==> src/imatc_pkg.sv <==
// Package for the integer median and area triangle check unit.
// Holds the width constants, derived sizes and the verdict codes.
// No dependencies; every other file refers to it by scoped names.
`timescale 1ns / 1ps
`default_nettype none

package imatc_pkg;

    // Width of one side length.
    localparam int SIDE_BITS = 24;

    // Stream widths: three sides in, one verdict out, padded to bytes.
    localparam int S_TDATA_W = ((3 * SIDE_BITS + 7) / 8) * 8;
    localparam int VERD_W    = 2;
    localparam int M_TDATA_W = ((VERD_W + 7) / 8) * 8;

    // Median arithmetic: squares, sum of two squares, doubled sum.
    localparam int SQ_W   = 2 * SIDE_BITS;
    localparam int SUM_W  = SQ_W + 1;
    localparam int DIFF_W = SQ_W + 2;

    // Heron product: perimeter times three positive differences.
    localparam int FAC_W  = SIDE_BITS + 1;
    localparam int PER_W  = SIDE_BITS + 2;
    localparam int PROD_W = 4 * SIDE_BITS + 5;

    // Chunked multiply of the running product by one factor.
    localparam int CH_W  = SIDE_BITS;
    localparam int NCH   = (PROD_W + CH_W - 1) / CH_W;
    localparam int SRC_W = NCH * CH_W;
    localparam int CC_W  = (NCH > 1) ? $clog2(NCH) : 1;
    localparam int MUL_W = CH_W + FAC_W;

    // Bit-serial square root, sized for the Heron quotient.
    localparam int ROOT_W = 2 * SIDE_BITS + 1;
    localparam int RAD_W  = 2 * ROOT_W;
    localparam int REM_W  = ROOT_W + 3;
    localparam int IT_W   = $clog2(ROOT_W + 1);

    typedef enum logic [VERD_W-1:0] {
        VERD_NOT_TRI = 2'd0,
        VERD_NO_MED  = 2'd1,
        VERD_NO_AREA = 2'd2,
        VERD_BOTH    = 2'd3
    } verdict_t;

endpackage

`default_nettype wire

==> src/integer_median_area_triangle_check_unit.sv <==
// Top level of the integer median and area triangle check unit; depends on imatc_pkg.
// An accepted input beat first takes the triangle test; a triangle then takes the three median
// tests and the area test, stopping at the first that fails. The root step unit works out one
// root bit per cycle, SIDE_BITS per median, 2*SIDE_BITS+1 for the area.
// The unit takes no new item while one is in work; s_tready
// returns once the result sits in the output register. Reset: synchronous, active low.
`timescale 1ns / 1ps
`default_nettype none

// One shared multiplier and one shared root step unit run under a sequencer.
// Reset empties the output register and returns the sequencer to idle.
module integer_median_area_triangle_check_unit (
    input  wire logic                           aclk,
    input  wire logic                           aresetn,
    // Input channel.
    input  wire logic                           s_tvalid,
    output      logic                           s_tready,
    // From bit 0 up: side_a, side_b, side_c.
    input  wire logic [imatc_pkg::S_TDATA_W-1:0] s_tdata,
    // Result channel.
    output      logic                           m_tvalid,
    input  wire logic                           m_tready,
    // From bit 0 up: verdict, then zero padding.
    output      logic [imatc_pkg::M_TDATA_W-1:0] m_tdata
);

    localparam int SB = imatc_pkg::SIDE_BITS;

    // One-hot sequencer states.
    typedef enum logic [11:0] {
        ST_IDLE  = 12'b0000_0000_0001,
        ST_TRI   = 12'b0000_0000_0010,
        ST_SQ    = 12'b0000_0000_0100,
        ST_MSUM  = 12'b0000_0000_1000,
        ST_MDIFF = 12'b0000_0001_0000,
        ST_HMUL  = 12'b0000_0010_0000,
        ST_HACC  = 12'b0000_0100_0000,
        ST_HNEXT = 12'b0000_1000_0000,
        ST_HCHK  = 12'b0001_0000_0000,
        ST_ROOT  = 12'b0010_0000_0000,
        ST_RCHK  = 12'b0100_0000_0000,
        ST_FIN   = 12'b1000_0000_0000
    } state_t;

    state_t state_reg, state_next;

    // Sides rotate through side0 during squaring, returning to a, b, c.
    logic [SB-1:0] side0_reg, side0_next;
    logic [SB-1:0] side1_reg, side1_next;
    logic [SB-1:0] side2_reg, side2_next;

    // Squares; sq0 is always the side whose median is under test.
    logic [imatc_pkg::SQ_W-1:0]  sq0_reg, sq0_next;
    logic [imatc_pkg::SQ_W-1:0]  sq1_reg, sq1_next;
    logic [imatc_pkg::SQ_W-1:0]  sq2_reg, sq2_next;
    logic [imatc_pkg::SUM_W-1:0] sum_reg, sum_next;

    // Heron factors (b+c-a, a+c-b, a+b-c), consumed from fac0.
    logic [imatc_pkg::FAC_W-1:0] fac0_reg, fac0_next;
    logic [imatc_pkg::FAC_W-1:0] fac1_reg, fac1_next;
    logic [imatc_pkg::FAC_W-1:0] fac2_reg, fac2_next;

    // Running product: src is shifted out a chunk at a time from the top,
    // acc collects the new product in Horner order.
    logic [imatc_pkg::SRC_W-1:0]  src_reg, src_next;
    logic [imatc_pkg::PROD_W-1:0] acc_reg, acc_next;
    logic [imatc_pkg::MUL_W-1:0]  mul_reg, mul_next;

    // Root step unit.
    logic [imatc_pkg::RAD_W-1:0]  rad_reg, rad_next;
    logic [imatc_pkg::ROOT_W-1:0] root_reg, root_next;
    logic [imatc_pkg::REM_W-1:0]  rem_reg, rem_next;
    logic [imatc_pkg::IT_W-1:0]   iter_reg, iter_next;

    // Median index, squaring step or Heron pass; chunk count within a pass.
    logic [1:0]                 cnt_reg, cnt_next;
    logic [imatc_pkg::CC_W-1:0] cc_reg, cc_next;
    logic                       heron_reg, heron_next;

    imatc_pkg::verdict_t verd_reg, verd_next;

    // Output register.
    logic                          m_tvalid_reg, m_tvalid_next;
    logic [imatc_pkg::VERD_W-1:0]  m_verd_reg, m_verd_next;

    // Shared multiplier.
    logic [imatc_pkg::CH_W-1:0]  mul_a;
    logic [imatc_pkg::FAC_W-1:0] mul_b;
    logic [imatc_pkg::MUL_W-1:0] mul_full;

    // Triangle test terms.
    logic [imatc_pkg::FAC_W-1:0] sum_ab, sum_ac, sum_bc;
    logic [imatc_pkg::PER_W-1:0] perim;
    logic                        not_tri;

    // Median quantity.
    logic [imatc_pkg::DIFF_W-1:0] med_pos, med_neg, med_diff;

    // Root step.
    logic [imatc_pkg::REM_W-1:0]  rem_sh, trial;
    logic                         take;

    logic [imatc_pkg::PROD_W-1:0] prod;

    assign s_tready = (state_reg == ST_IDLE);
    assign m_tvalid = m_tvalid_reg;
    assign m_tdata  = {{(imatc_pkg::M_TDATA_W - imatc_pkg::VERD_W){1'b0}}, m_verd_reg};

    // The multiplier squares a side while squaring and multiplies the top
    // chunk of the running product by the current factor otherwise.
    always_comb begin
        if (state_reg == ST_SQ) begin
            mul_a = side0_reg;
            mul_b = {1'b0, side0_reg};
        end else begin
            mul_a = src_reg[imatc_pkg::SRC_W-1 -: imatc_pkg::CH_W];
            mul_b = fac0_reg;
        end
    end

    assign mul_full = imatc_pkg::MUL_W'(mul_a) * imatc_pkg::MUL_W'(mul_b);

    assign sum_ab  = {1'b0, side0_reg} + {1'b0, side1_reg};
    assign sum_ac  = {1'b0, side0_reg} + {1'b0, side2_reg};
    assign sum_bc  = {1'b0, side1_reg} + {1'b0, side2_reg};
    assign perim   = {1'b0, sum_ab} + imatc_pkg::PER_W'(side2_reg);
    assign not_tri = (sum_ab <= {1'b0, side2_reg}) || (sum_ac <= {1'b0, side1_reg}) ||
                     (sum_bc <= {1'b0, side0_reg});

    // 2(y^2 + z^2) - x^2, valid when med_pos is strictly larger.
    assign med_pos  = {sum_reg, 1'b0};
    assign med_neg  = {2'b00, sq0_reg};
    assign med_diff = med_pos - med_neg;

    // Restoring square root: bring down two radicand bits, try 4*root+1.
    assign rem_sh = {rem_reg[imatc_pkg::REM_W-3:0], rad_reg[imatc_pkg::RAD_W-1 -: 2]};
    assign trial  = {1'b0, root_reg, 2'b01};
    assign take   = (rem_sh >= trial);

    assign prod = src_reg[imatc_pkg::PROD_W-1:0];

    always_comb begin
        state_next    = state_reg;
        side0_next    = side0_reg;
        side1_next    = side1_reg;
        side2_next    = side2_reg;
        sq0_next      = sq0_reg;
        sq1_next      = sq1_reg;
        sq2_next      = sq2_reg;
        sum_next      = sum_reg;
        fac0_next     = fac0_reg;
        fac1_next     = fac1_reg;
        fac2_next     = fac2_reg;
        src_next      = src_reg;
        acc_next      = acc_reg;
        mul_next      = mul_reg;
        rad_next      = rad_reg;
        root_next     = root_reg;
        rem_next      = rem_reg;
        iter_next     = iter_reg;
        cnt_next      = cnt_reg;
        cc_next       = cc_reg;
        heron_next    = heron_reg;
        verd_next     = verd_reg;
        m_verd_next   = m_verd_reg;
        m_tvalid_next = m_tvalid_reg;

        if (m_tvalid_reg && m_tready) begin
            m_tvalid_next = 1'b0;
        end

        unique case (state_reg)
            ST_IDLE: begin
                if (s_tvalid) begin
                    side0_next = s_tdata[SB-1:0];
                    side1_next = s_tdata[2*SB-1:SB];
                    side2_next = s_tdata[3*SB-1:2*SB];
                    state_next = ST_TRI;
                end
            end
            ST_TRI: begin
                if (not_tri) begin
                    verd_next  = imatc_pkg::VERD_NOT_TRI;
                    state_next = ST_FIN;
                end else begin
                    src_next   = {{(imatc_pkg::SRC_W - imatc_pkg::PER_W){1'b0}}, perim};
                    fac0_next  = sum_bc - {1'b0, side0_reg};
                    fac1_next  = sum_ac - {1'b0, side1_reg};
                    fac2_next  = sum_ab - {1'b0, side2_reg};
                    cnt_next   = 2'd0;
                    state_next = ST_SQ;
                end
            end
            ST_SQ: begin
                sq2_next   = mul_full[imatc_pkg::SQ_W-1:0];
                sq1_next   = sq2_reg;
                sq0_next   = sq1_reg;
                side0_next = side1_reg;
                side1_next = side2_reg;
                side2_next = side0_reg;
                if (cnt_reg == 2'd2) begin
                    cnt_next   = 2'd0;
                    state_next = ST_MSUM;
                end else begin
                    cnt_next = cnt_reg + 2'd1;
                end
            end
            ST_MSUM: begin
                sum_next   = {1'b0, sq1_reg} + {1'b0, sq2_reg};
                state_next = ST_MDIFF;
            end
            ST_MDIFF: begin
                if ((med_pos > med_neg) && (med_diff[1:0] == 2'b00)) begin
                    // The quarter has 2*SIDE_BITS bits; left-align it so
                    // SIDE_BITS steps finish the root.
                    rad_next   = {med_diff[imatc_pkg::DIFF_W-1:2],
                                  {(imatc_pkg::RAD_W - imatc_pkg::SQ_W){1'b0}}};
                    root_next  = '0;
                    rem_next   = '0;
                    iter_next  = imatc_pkg::IT_W'(SB);
                    heron_next = 1'b0;
                    state_next = ST_ROOT;
                end else begin
                    verd_next  = imatc_pkg::VERD_NO_MED;
                    state_next = ST_FIN;
                end
            end
            ST_HMUL: begin
                mul_next   = mul_full;
                src_next   = {src_reg[imatc_pkg::SRC_W-imatc_pkg::CH_W-1:0],
                              {imatc_pkg::CH_W{1'b0}}};
                state_next = ST_HACC;
            end
            ST_HACC: begin
                acc_next = {acc_reg[imatc_pkg::PROD_W-imatc_pkg::CH_W-1:0],
                            {imatc_pkg::CH_W{1'b0}}} + imatc_pkg::PROD_W'(mul_reg);
                if (cc_reg == imatc_pkg::CC_W'(imatc_pkg::NCH - 1)) begin
                    cc_next    = '0;
                    state_next = ST_HNEXT;
                end else begin
                    cc_next    = cc_reg + imatc_pkg::CC_W'(1);
                    state_next = ST_HMUL;
                end
            end
            ST_HNEXT: begin
                src_next  = {{(imatc_pkg::SRC_W - imatc_pkg::PROD_W){1'b0}}, acc_reg};
                acc_next  = '0;
                fac0_next = fac1_reg;
                fac1_next = fac2_reg;
                if (cnt_reg == 2'd2) begin
                    cnt_next   = 2'd0;
                    state_next = ST_HCHK;
                end else begin
                    cnt_next   = cnt_reg + 2'd1;
                    state_next = ST_HMUL;
                end
            end
            ST_HCHK: begin
                if ((prod == '0) || (prod[3:0] != 4'h0)) begin
                    verd_next  = imatc_pkg::VERD_NO_AREA;
                    state_next = ST_FIN;
                end else begin
                    rad_next   = {{(imatc_pkg::RAD_W - imatc_pkg::PROD_W + 4){1'b0}},
                                  prod[imatc_pkg::PROD_W-1:4]};
                    root_next  = '0;
                    rem_next   = '0;
                    iter_next  = imatc_pkg::IT_W'(imatc_pkg::ROOT_W);
                    heron_next = 1'b1;
                    state_next = ST_ROOT;
                end
            end
            ST_ROOT: begin
                rad_next = {rad_reg[imatc_pkg::RAD_W-3:0], 2'b00};
                if (take) begin
                    rem_next  = rem_sh - trial;
                    root_next = {root_reg[imatc_pkg::ROOT_W-2:0], 1'b1};
                end else begin
                    rem_next  = rem_sh;
                    root_next = {root_reg[imatc_pkg::ROOT_W-2:0], 1'b0};
                end
                iter_next = iter_reg - imatc_pkg::IT_W'(1);
                if (iter_reg == imatc_pkg::IT_W'(1)) begin
                    state_next = ST_RCHK;
                end
            end
            ST_RCHK: begin
                if (rem_reg != '0) begin
                    verd_next  = heron_reg ? imatc_pkg::VERD_NO_AREA : imatc_pkg::VERD_NO_MED;
                    state_next = ST_FIN;
                end else if (heron_reg) begin
                    verd_next  = imatc_pkg::VERD_BOTH;
                    state_next = ST_FIN;
                end else begin
                    // Rotate so the next side's square sits in sq0.
                    sq0_next = sq1_reg;
                    sq1_next = sq2_reg;
                    sq2_next = sq0_reg;
                    if (cnt_reg == 2'd2) begin
                        cnt_next   = 2'd0;
                        cc_next    = '0;
                        acc_next   = '0;
                        state_next = ST_HMUL;
                    end else begin
                        cnt_next   = cnt_reg + 2'd1;
                        state_next = ST_MSUM;
                    end
                end
            end
            ST_FIN: begin
                if (!m_tvalid_reg || m_tready) begin
                    m_tvalid_next = 1'b1;
                    m_verd_next   = verd_reg;
                    state_next    = ST_IDLE;
                end
            end
            default: begin
                state_next = ST_IDLE;
            end
        endcase
    end

    always_ff @(posedge aclk) begin
        if (!aresetn) begin
            state_reg    <= ST_IDLE;
            m_tvalid_reg <= 1'b0;
        end else begin
            state_reg    <= state_next;
            m_tvalid_reg <= m_tvalid_next;
        end
    end

    always_ff @(posedge aclk) begin
        side0_reg  <= side0_next;
        side1_reg  <= side1_next;
        side2_reg  <= side2_next;
        sq0_reg    <= sq0_next;
        sq1_reg    <= sq1_next;
        sq2_reg    <= sq2_next;
        sum_reg    <= sum_next;
        fac0_reg   <= fac0_next;
        fac1_reg   <= fac1_next;
        fac2_reg   <= fac2_next;
        src_reg    <= src_next;
        acc_reg    <= acc_next;
        mul_reg    <= mul_next;
        rad_reg    <= rad_next;
        root_reg   <= root_next;
        rem_reg    <= rem_next;
        iter_reg   <= iter_next;
        cnt_reg    <= cnt_next;
        cc_reg     <= cc_next;
        heron_reg  <= heron_next;
        verd_reg   <= verd_next;
        m_verd_reg <= m_verd_next;
    end

endmodule

`default_nettype wire

==> config.mk <==
export PLATFORM = sky130hd
export DESIGN_NAME = integer_median_area_triangle_check_unit
export DESIGN_NICKNAME = d
export VERILOG_FILES = /design/src/imatc_pkg.sv /design/src/integer_median_area_triangle_check_unit.sv
export SDC_FILE = /design/constraint.sdc
export NUM_CORES = 2
export LEC_CHECK = 0
export ABC_CLOCK_PERIOD_IN_PS = 40300
export BUFFER_PORTS_ARGS = -buffer_cell sky130_fd_sc_hd__buf_2
export CAP_MARGIN = 10
export CORE_MARGIN = 5
export CORE_UTILIZATION = 52
export CTS_CLUSTER_DIAMETER = 150
export CTS_CLUSTER_SIZE = 24
export DETAILED_ROUTE_END_ITERATION = 8
export GPL_TIMING_DRIVEN = 1
export PLACE_DENSITY_LB_ADDON = 0.25
export SLEW_MARGIN = 20
export SYNTH_ARGS = -nofsm -noshare
export SYNTH_HDL_FRONTEND = slang
export SYNTH_SLANG_ARGS = --single-unit
==> constraint.sdc <==
create_clock -name aclk -period 40.3 [get_ports aclk]
set_input_delay 8.06 -clock aclk [delete_from_list [all_inputs] [get_ports aclk]]
set_output_delay 8.06 -clock aclk [all_outputs]
set_load 0.02 [all_outputs]
Word level (Yosys, flattened, before mapping)
Cells that the tools add are included.
Storage, ports and cells
  output and inout bits: 10
  logic and storage cells: 186
  bits of input ports: 76
  flip-flop bits (word level): 838
Operators by class
  equality and inequality tests: 29
  muxes and demuxes: 77
  $add $sub $neg: 14
  multipliers: 1
  order comparisons: 5
  bitwise gates (word level): 1
  reduce and logical (&&, ||, !) cells: 35
Operators with widths (count)
  one-hot mux 120 bit (3 select lines): 1
  two-way mux 101 bit: 3
  one-hot mux 101 bit (3 select lines): 1
  one-hot mux 98 bit (3 select lines): 1
  two-way mux 48 bit: 6
  one-hot mux 48 bit (2 select lines): 3
  two-way mux 98 bit: 2
  two-way mux 52 bit: 3
  one-hot mux 52 bit (3 select lines): 1
  one-hot mux 49 bit (3 select lines): 1
  one-hot mux 12 bit (12 select lines): 1
  one-hot mux 24 bit (2 select lines): 3
  two-way mux 120 bit: 1
  two-way mux 12 bit: 9
  adder 101 x 49 -> 101 bit: 1
  zero test 101 bit: 1
  one-hot mux 25 bit (2 select lines): 2
  two-way mux 49 bit: 2
  two-way mux 24 bit: 4
  adder 24 x 24 -> 25 bit: 3
  <= comparator 25 x 24 -> 1 bit: 3
  two-way mux 25 bit: 3
  subtractor 25 x 24 -> 25 bit: 3
  >= comparator 52 x 51 -> 1 bit: 1
  other kinds (52): 103

Logic depth before layout (Yosys ltp)
  depth after elaboration: 6
  mapped depth: 36
  mapped depth without buffers: 32

Worst setup path after synthesis
OpenSTA, ideal clock, no wires.
  kind: reg-to-reg
  start: register sum_reg[4] in the netlist's numbering
  end: register iter_reg[0] in the netlist's numbering (enable)
  stages on the path, launching flop included: 12
  library setup time: 0.839 ns
  path slack: 27.497 ns
  buffers on the path: 0
  data required time: 39.461 ns
  arrival time: 11.964 ns
  cells stage by stage: edfxtp_1 ha_1 and3_1 o311ai_0 nand2_1 nor4b_1 nor3_1 nand3_1 a21bo_2 a221oi_2 a21o_1 a21oi_1
Between the ends
  longest elaborated chain between the ends: 4
Ends and longest elaborated chain
  start, declared: RTL line integer_median_area_triangle_check_unit.sv:56  | logic [imatc_pkg::SUM_W-1:0] sum_reg, sum_next;
  start signal, assigned: RTL line integer_median_area_triangle_check_unit.sv:339  | sum_reg <= sum_next;
  greater-than comparator 50 x 48 -> 1 bit: RTL line integer_median_area_triangle_check_unit.sv:213  | if ((med_pos > med_neg) && (med_diff[1:0] == 2'b00)) begin
  logical AND 1 bit: RTL line integer_median_area_triangle_check_unit.sv:213
  != test 2 bit (no source line)
  AND reduction 3 bit (no source line)
  end signal, assigned: RTL line integer_median_area_triangle_check_unit.sv:349  | iter_reg <= iter_next;
  end, declared: RTL line integer_median_area_triangle_check_unit.sv:73  | logic [imatc_pkg::IT_W-1:0] iter_reg, iter_next;
Every way passes these cells.
A chain may end at the register's enable or synchronous reset.

Worst setup path after layout
  start: register state_reg[8]
  end: register sq2_reg[45] in the netlist's numbering, data pin
Between the ends
  longest elaborated chain between the ends: 4
Ends and longest elaborated chain
  start, declared: RTL line integer_median_area_triangle_check_unit.sv:45  | state_t state_reg, state_next;
  start signal, assigned: RTL line integer_median_area_triangle_check_unit.sv:327  | state_reg <= state_next;
  == test 12 x 3 -> 1 bit: RTL line integer_median_area_triangle_check_unit.sv:112, integer_median_area_triangle_check_unit.sv:172
  two-way mux 24 bit / two-way mux 25 bit (equally long branches): RTL line integer_median_area_triangle_check_unit.sv:112  | if (state_reg == ST_SQ) begin
  multiplier 24 x 25 -> 49 bit: RTL line integer_median_area_triangle_check_unit.sv:121  | assign mul_full = imatc_pkg::MUL_W'(mul_a) * imatc_pkg::MUL_W'(mul_b);
  one-hot mux 48 bit (2 select lines) *: RTL line integer_median_area_triangle_check_unit.sv:172  | unique case (state_reg)
  named net sq2_next, one bit: RTL line integer_median_area_triangle_check_unit.sv:55  | logic [imatc_pkg::SQ_W-1:0] sq2_reg, sq2_next;
  end signal, assigned: RTL line integer_median_area_triangle_check_unit.sv:338  | sq2_reg <= sq2_next;
  end, declared: RTL line integer_median_area_triangle_check_unit.sv:55
The timed path passes the listed nets; every way through them passes the cells marked *.

==> run metrics <==
outcome finished, final reports clean; floorplan die height 374 um; post-route antenna net violation count 0; count of mapped cells out of synthesis 7061; number of antenna violations at the first check in global routing 16; multi-input gate area in the final layout 39800 um^2; kind of capture point of the worst setup path register; reg2reg path depth 31; layout overhead on the synthesized area 4.94%; vias in the first global route 52600; HPWL after detailed placement 174000 um; Worst slew margin 17.1%; placeable core region 132000 um^2; proportion of layout cells with a drive suffix above 1 3.91%; worst hold slack 0.463 ns; global route total overflow 0; source-to-sink clock delay at the later pin of the worst-skew pair 0.69 ns; Largest delay share family, worst path adder cells; final critical delay including setup and external delays 10.64 ns; level count of the clock H-tree 2; distinct cell type count after synthesis 85; Routed WL 224000 um; DIE WIDTH 374 um; sinks on the clock net 838; dominant register cell in the synthesized netlist edfxtp_1; Reg-to-Reg End sq2_reg[45]$_DFFE_PP_; RSZ-0062 raised after global routing false; register-to-register setup slack 29.66 ns; area enclosed by the die boundary 140000 um^2; Starting Density 52.4%; Endpoint, Worst Hold sq1_reg[19]$_DFFE_PP_; flops & latches, synth 838; warnings from Yosys 0; pin count of the biggest net entering global routing 153; deepest clock path buffer count 3; DRT iter0 DRCs 5658; clock transition at the registers of the reported paths 0.10 ns; Arr. time, crit path 11.05 ns; area share of the largest cell type after synthesis 35.9%; Worst Path Max Fanout 80; Post-synth EDFFs 825; sequential share of the synthesized area 36.3%; hold wc startpoint sq2_reg[19]$_DFFE_PP_; summed instance area of the synthesized netlist 69000 um^2; combined flip-flop and latch cell area 25000 um^2; Setup Fix Bufs, Post-CTS 0; fraction of synthesis flops using an asynchronous set or reset pin 0%; Clock Tree Root clkbuf_16; final slew viol count 0; Yosys top cell by area edfxtp_1; main area contributors after synthesis edfxtp_1 (36%), fa_1 (15%), ha_1 (9.4%); number of input and output port buffers inserted 79; most numerous cell on the critical path fa_1; crit path max-delay cell type buf_4; boundary pin count 86; startpoint class of the critical path register; total negative slack 0 ns; flip-flop count of the largest register, all copies and words added 120; Initial DRT Pass Iterations 8; number of vias after detailed routing 53500; number of buffers created by CTS 42; number of placement rows 133; fin cells 8751; worst min-delay path category reg -> reg; CTS tree yes; max frequency 94.0 MHz; fraction of the cycle the final worst path needs 26.4%; cell depth of the worst min-delay path 0; fill count 11700; final routed DRC violation total 0; Post-Place Worst Slack 29.82 ns; detail-routed net length per standard cell 25.6 um; actual transition at the worst max-transition pin 1.24 ns; Setup Crit Path Kind reg -> reg; final-report hold violation count 0; Worst Slack Setup Final 29.66 ns; count of buffer and inverter cells on the critical path 7; via density per instance 6.12; number of maximum-capacitance violations 0; global routing usage summed across all routing layers 31.5%; FF-to-FF Start state_reg[8]$_SDFFE_PN0P_; total of hold buffers inserted after clock tree synthesis 0; final-report setup violation count 0; number of cells after detailed placement 8683; global-route wire length before repair 334000 um; number of gates resized after CTS 0; nets@finish 8080; Data required, critical path 40.70 ns; average cell area after synthesis 9.77 um^2; delay contributed by the slowest stage of the critical path 0.73 ns; placer's final routability congestion estimate 1.04; worst clock skew 0.0754 ns
==> per-layer routing <==
| metal | vias up | routed length, um | track usage, % |
|---|---|---|---|
| met2 | 2636 | 98500 | 48.6 |
| met5 | - | 123 | 0 |
| li1 | 24000 | - | - |
| met1 | 26300 | 89100 | 41.9 |
| met4 | 18 | 14500 | 16.1 |
| met3 | 588 | 22000 | 7.04 |
==> per-stage QoR <==
step                util [%]  area, um^2
floorplan                  -       69000
global placement        54.0       71100
detailed placement      54.0       71100
CTS                     54.9       72300
global route            55.0       72400
finish                  55.0       72400
==> cell usage in the layout (no fill, tap or decap), types with 13 or more instances in the layout <==
cell type  netlist  routed
a22oi_1         51      51
nor2_1         756     756
or3_1           20      20
nand3_1         85      85
nor3_1          68      68
buf_4            7      62
a221oi_1        13      13
a211oi_1        32      32
a22o_1         126     126
clkbuf_1       252      14
a31oi_1         41      41
ha_1           519     519
nand4_1         58      58
edfxtp_1       825     825
nand2b_1        55      53
and2_1          40      39
nor4_1          56      56
or2_2           18      18
o211ai_1        23      23
xor2_1         155     155
o31ai_1         23      23
buf_2            8      79
dfxtp_1         13      13
mux2i_1         38      38
and3_1          92      92
o21bai_1        46      46
fa_1           513     513
o21a_1          67      67
nor2b_1         51      51
o21ai_0        336     335
a21oi_1        414     403
o31a_1          13      13
inv_1          832     832
clkbuf_16        0      43
a21o_1         178     178
xnor2_1        239     236
nand2_1        818     814
==> cell families (layout without fill, tap and decap cells) <==
family,after synthesis,count (layout),share of synthesized area [%]
flops,838,838,36.3
buf+inv,1115,1039,6.17
simple gates,2160,2160,13.8
fa+ha+maj,1032,1032,24.3
xor+xnor,394,394,5.00
compound gates,1479,1479,13.8
other cells,1,12,0.00544
mux,42,42,0.617
==> synth_stat cells, types with 10 or more instances <==
cell,number
nand2_1,818
edfxtp_1,825
xor2_1,155
fa_1,513
clkbuf_1,252
and3_1,92
ha_1,519
dfxtp_1,13
o31a_1,13
a21o_1,178
or2_2,18
a31oi_1,41
or3_1,20
buf_1,10
o31ai_1,23
nand3_1,85
a211oi_1,32
a22oi_1,51
nand4_1,58
a22o_1,126
xnor2_1,239
a211oi_2,10
nor2b_1,51
a221oi_1,13
nor3_1,68
and2_1,40
o211ai_1,23
mux2i_1,38
nand2b_1,55
o21bai_1,46
nor2_1,756
inv_1,832
nor4_1,56
o21ai_0,336
a21oi_1,414
o21a_1,67
==> how the worst max path moves through the flow <==
stage,slack (ns),endpoint,start,cells after the start
4_1_cts,29.74,s_tready,state_reg[8]$_SDFFE_PN0P_,6
3_5_place_dp,29.82,sq2_reg[45]$_DFFE_PP_,state_reg[8]$_SDFFE_PN0P_,31
6_report,29.66,sq2_reg[45]$_DFFE_PP_,state_reg[8]$_SDFFE_PN0P_,31
2_1_floorplan,27.50,iter_reg[0]$_DFFE_PP_,sum_reg[4]$_DFFE_PP_,11
3_3_place_gp,29.93,sq2_reg[45]$_DFFE_PP_,state_reg[10]$_SDFFE_PN0P_,31
5_1_grt,28.94,sq2_reg[45]$_DFFE_PP_,state_reg[8]$_SDFFE_PN0P_,31
==> worst register-to-register path, delay by kind of cell, from the launching register on <==
family / cells / cell delay (ns)
AOI/OAI and AO/OA: 7 / 1.43
adders and majority gates: 8 / 4.17
and+or+nand+nor: 9 / 2.54
buffers and inverters: 7 / 1.74
DFF: 1 / 0.49
==> cell type report <==
type / count / share of cell area (%)
Multi-Input combinational cell: 5113 / 55.1
Sequential cell: 838 / 34.6
Inverter: 834 / 4.33
Tap cell: 1755 / 3.03
Clock buffer: 57 / 1.56
Timing Repair Buffer: 143 / 1.24
Clock inverter: 5 / 0.161
Antenna cell: 6 / 0.0207
Power is not shown: default switching activity piles up to over one toggle a cycle in this logic, so the estimate is an artifact.
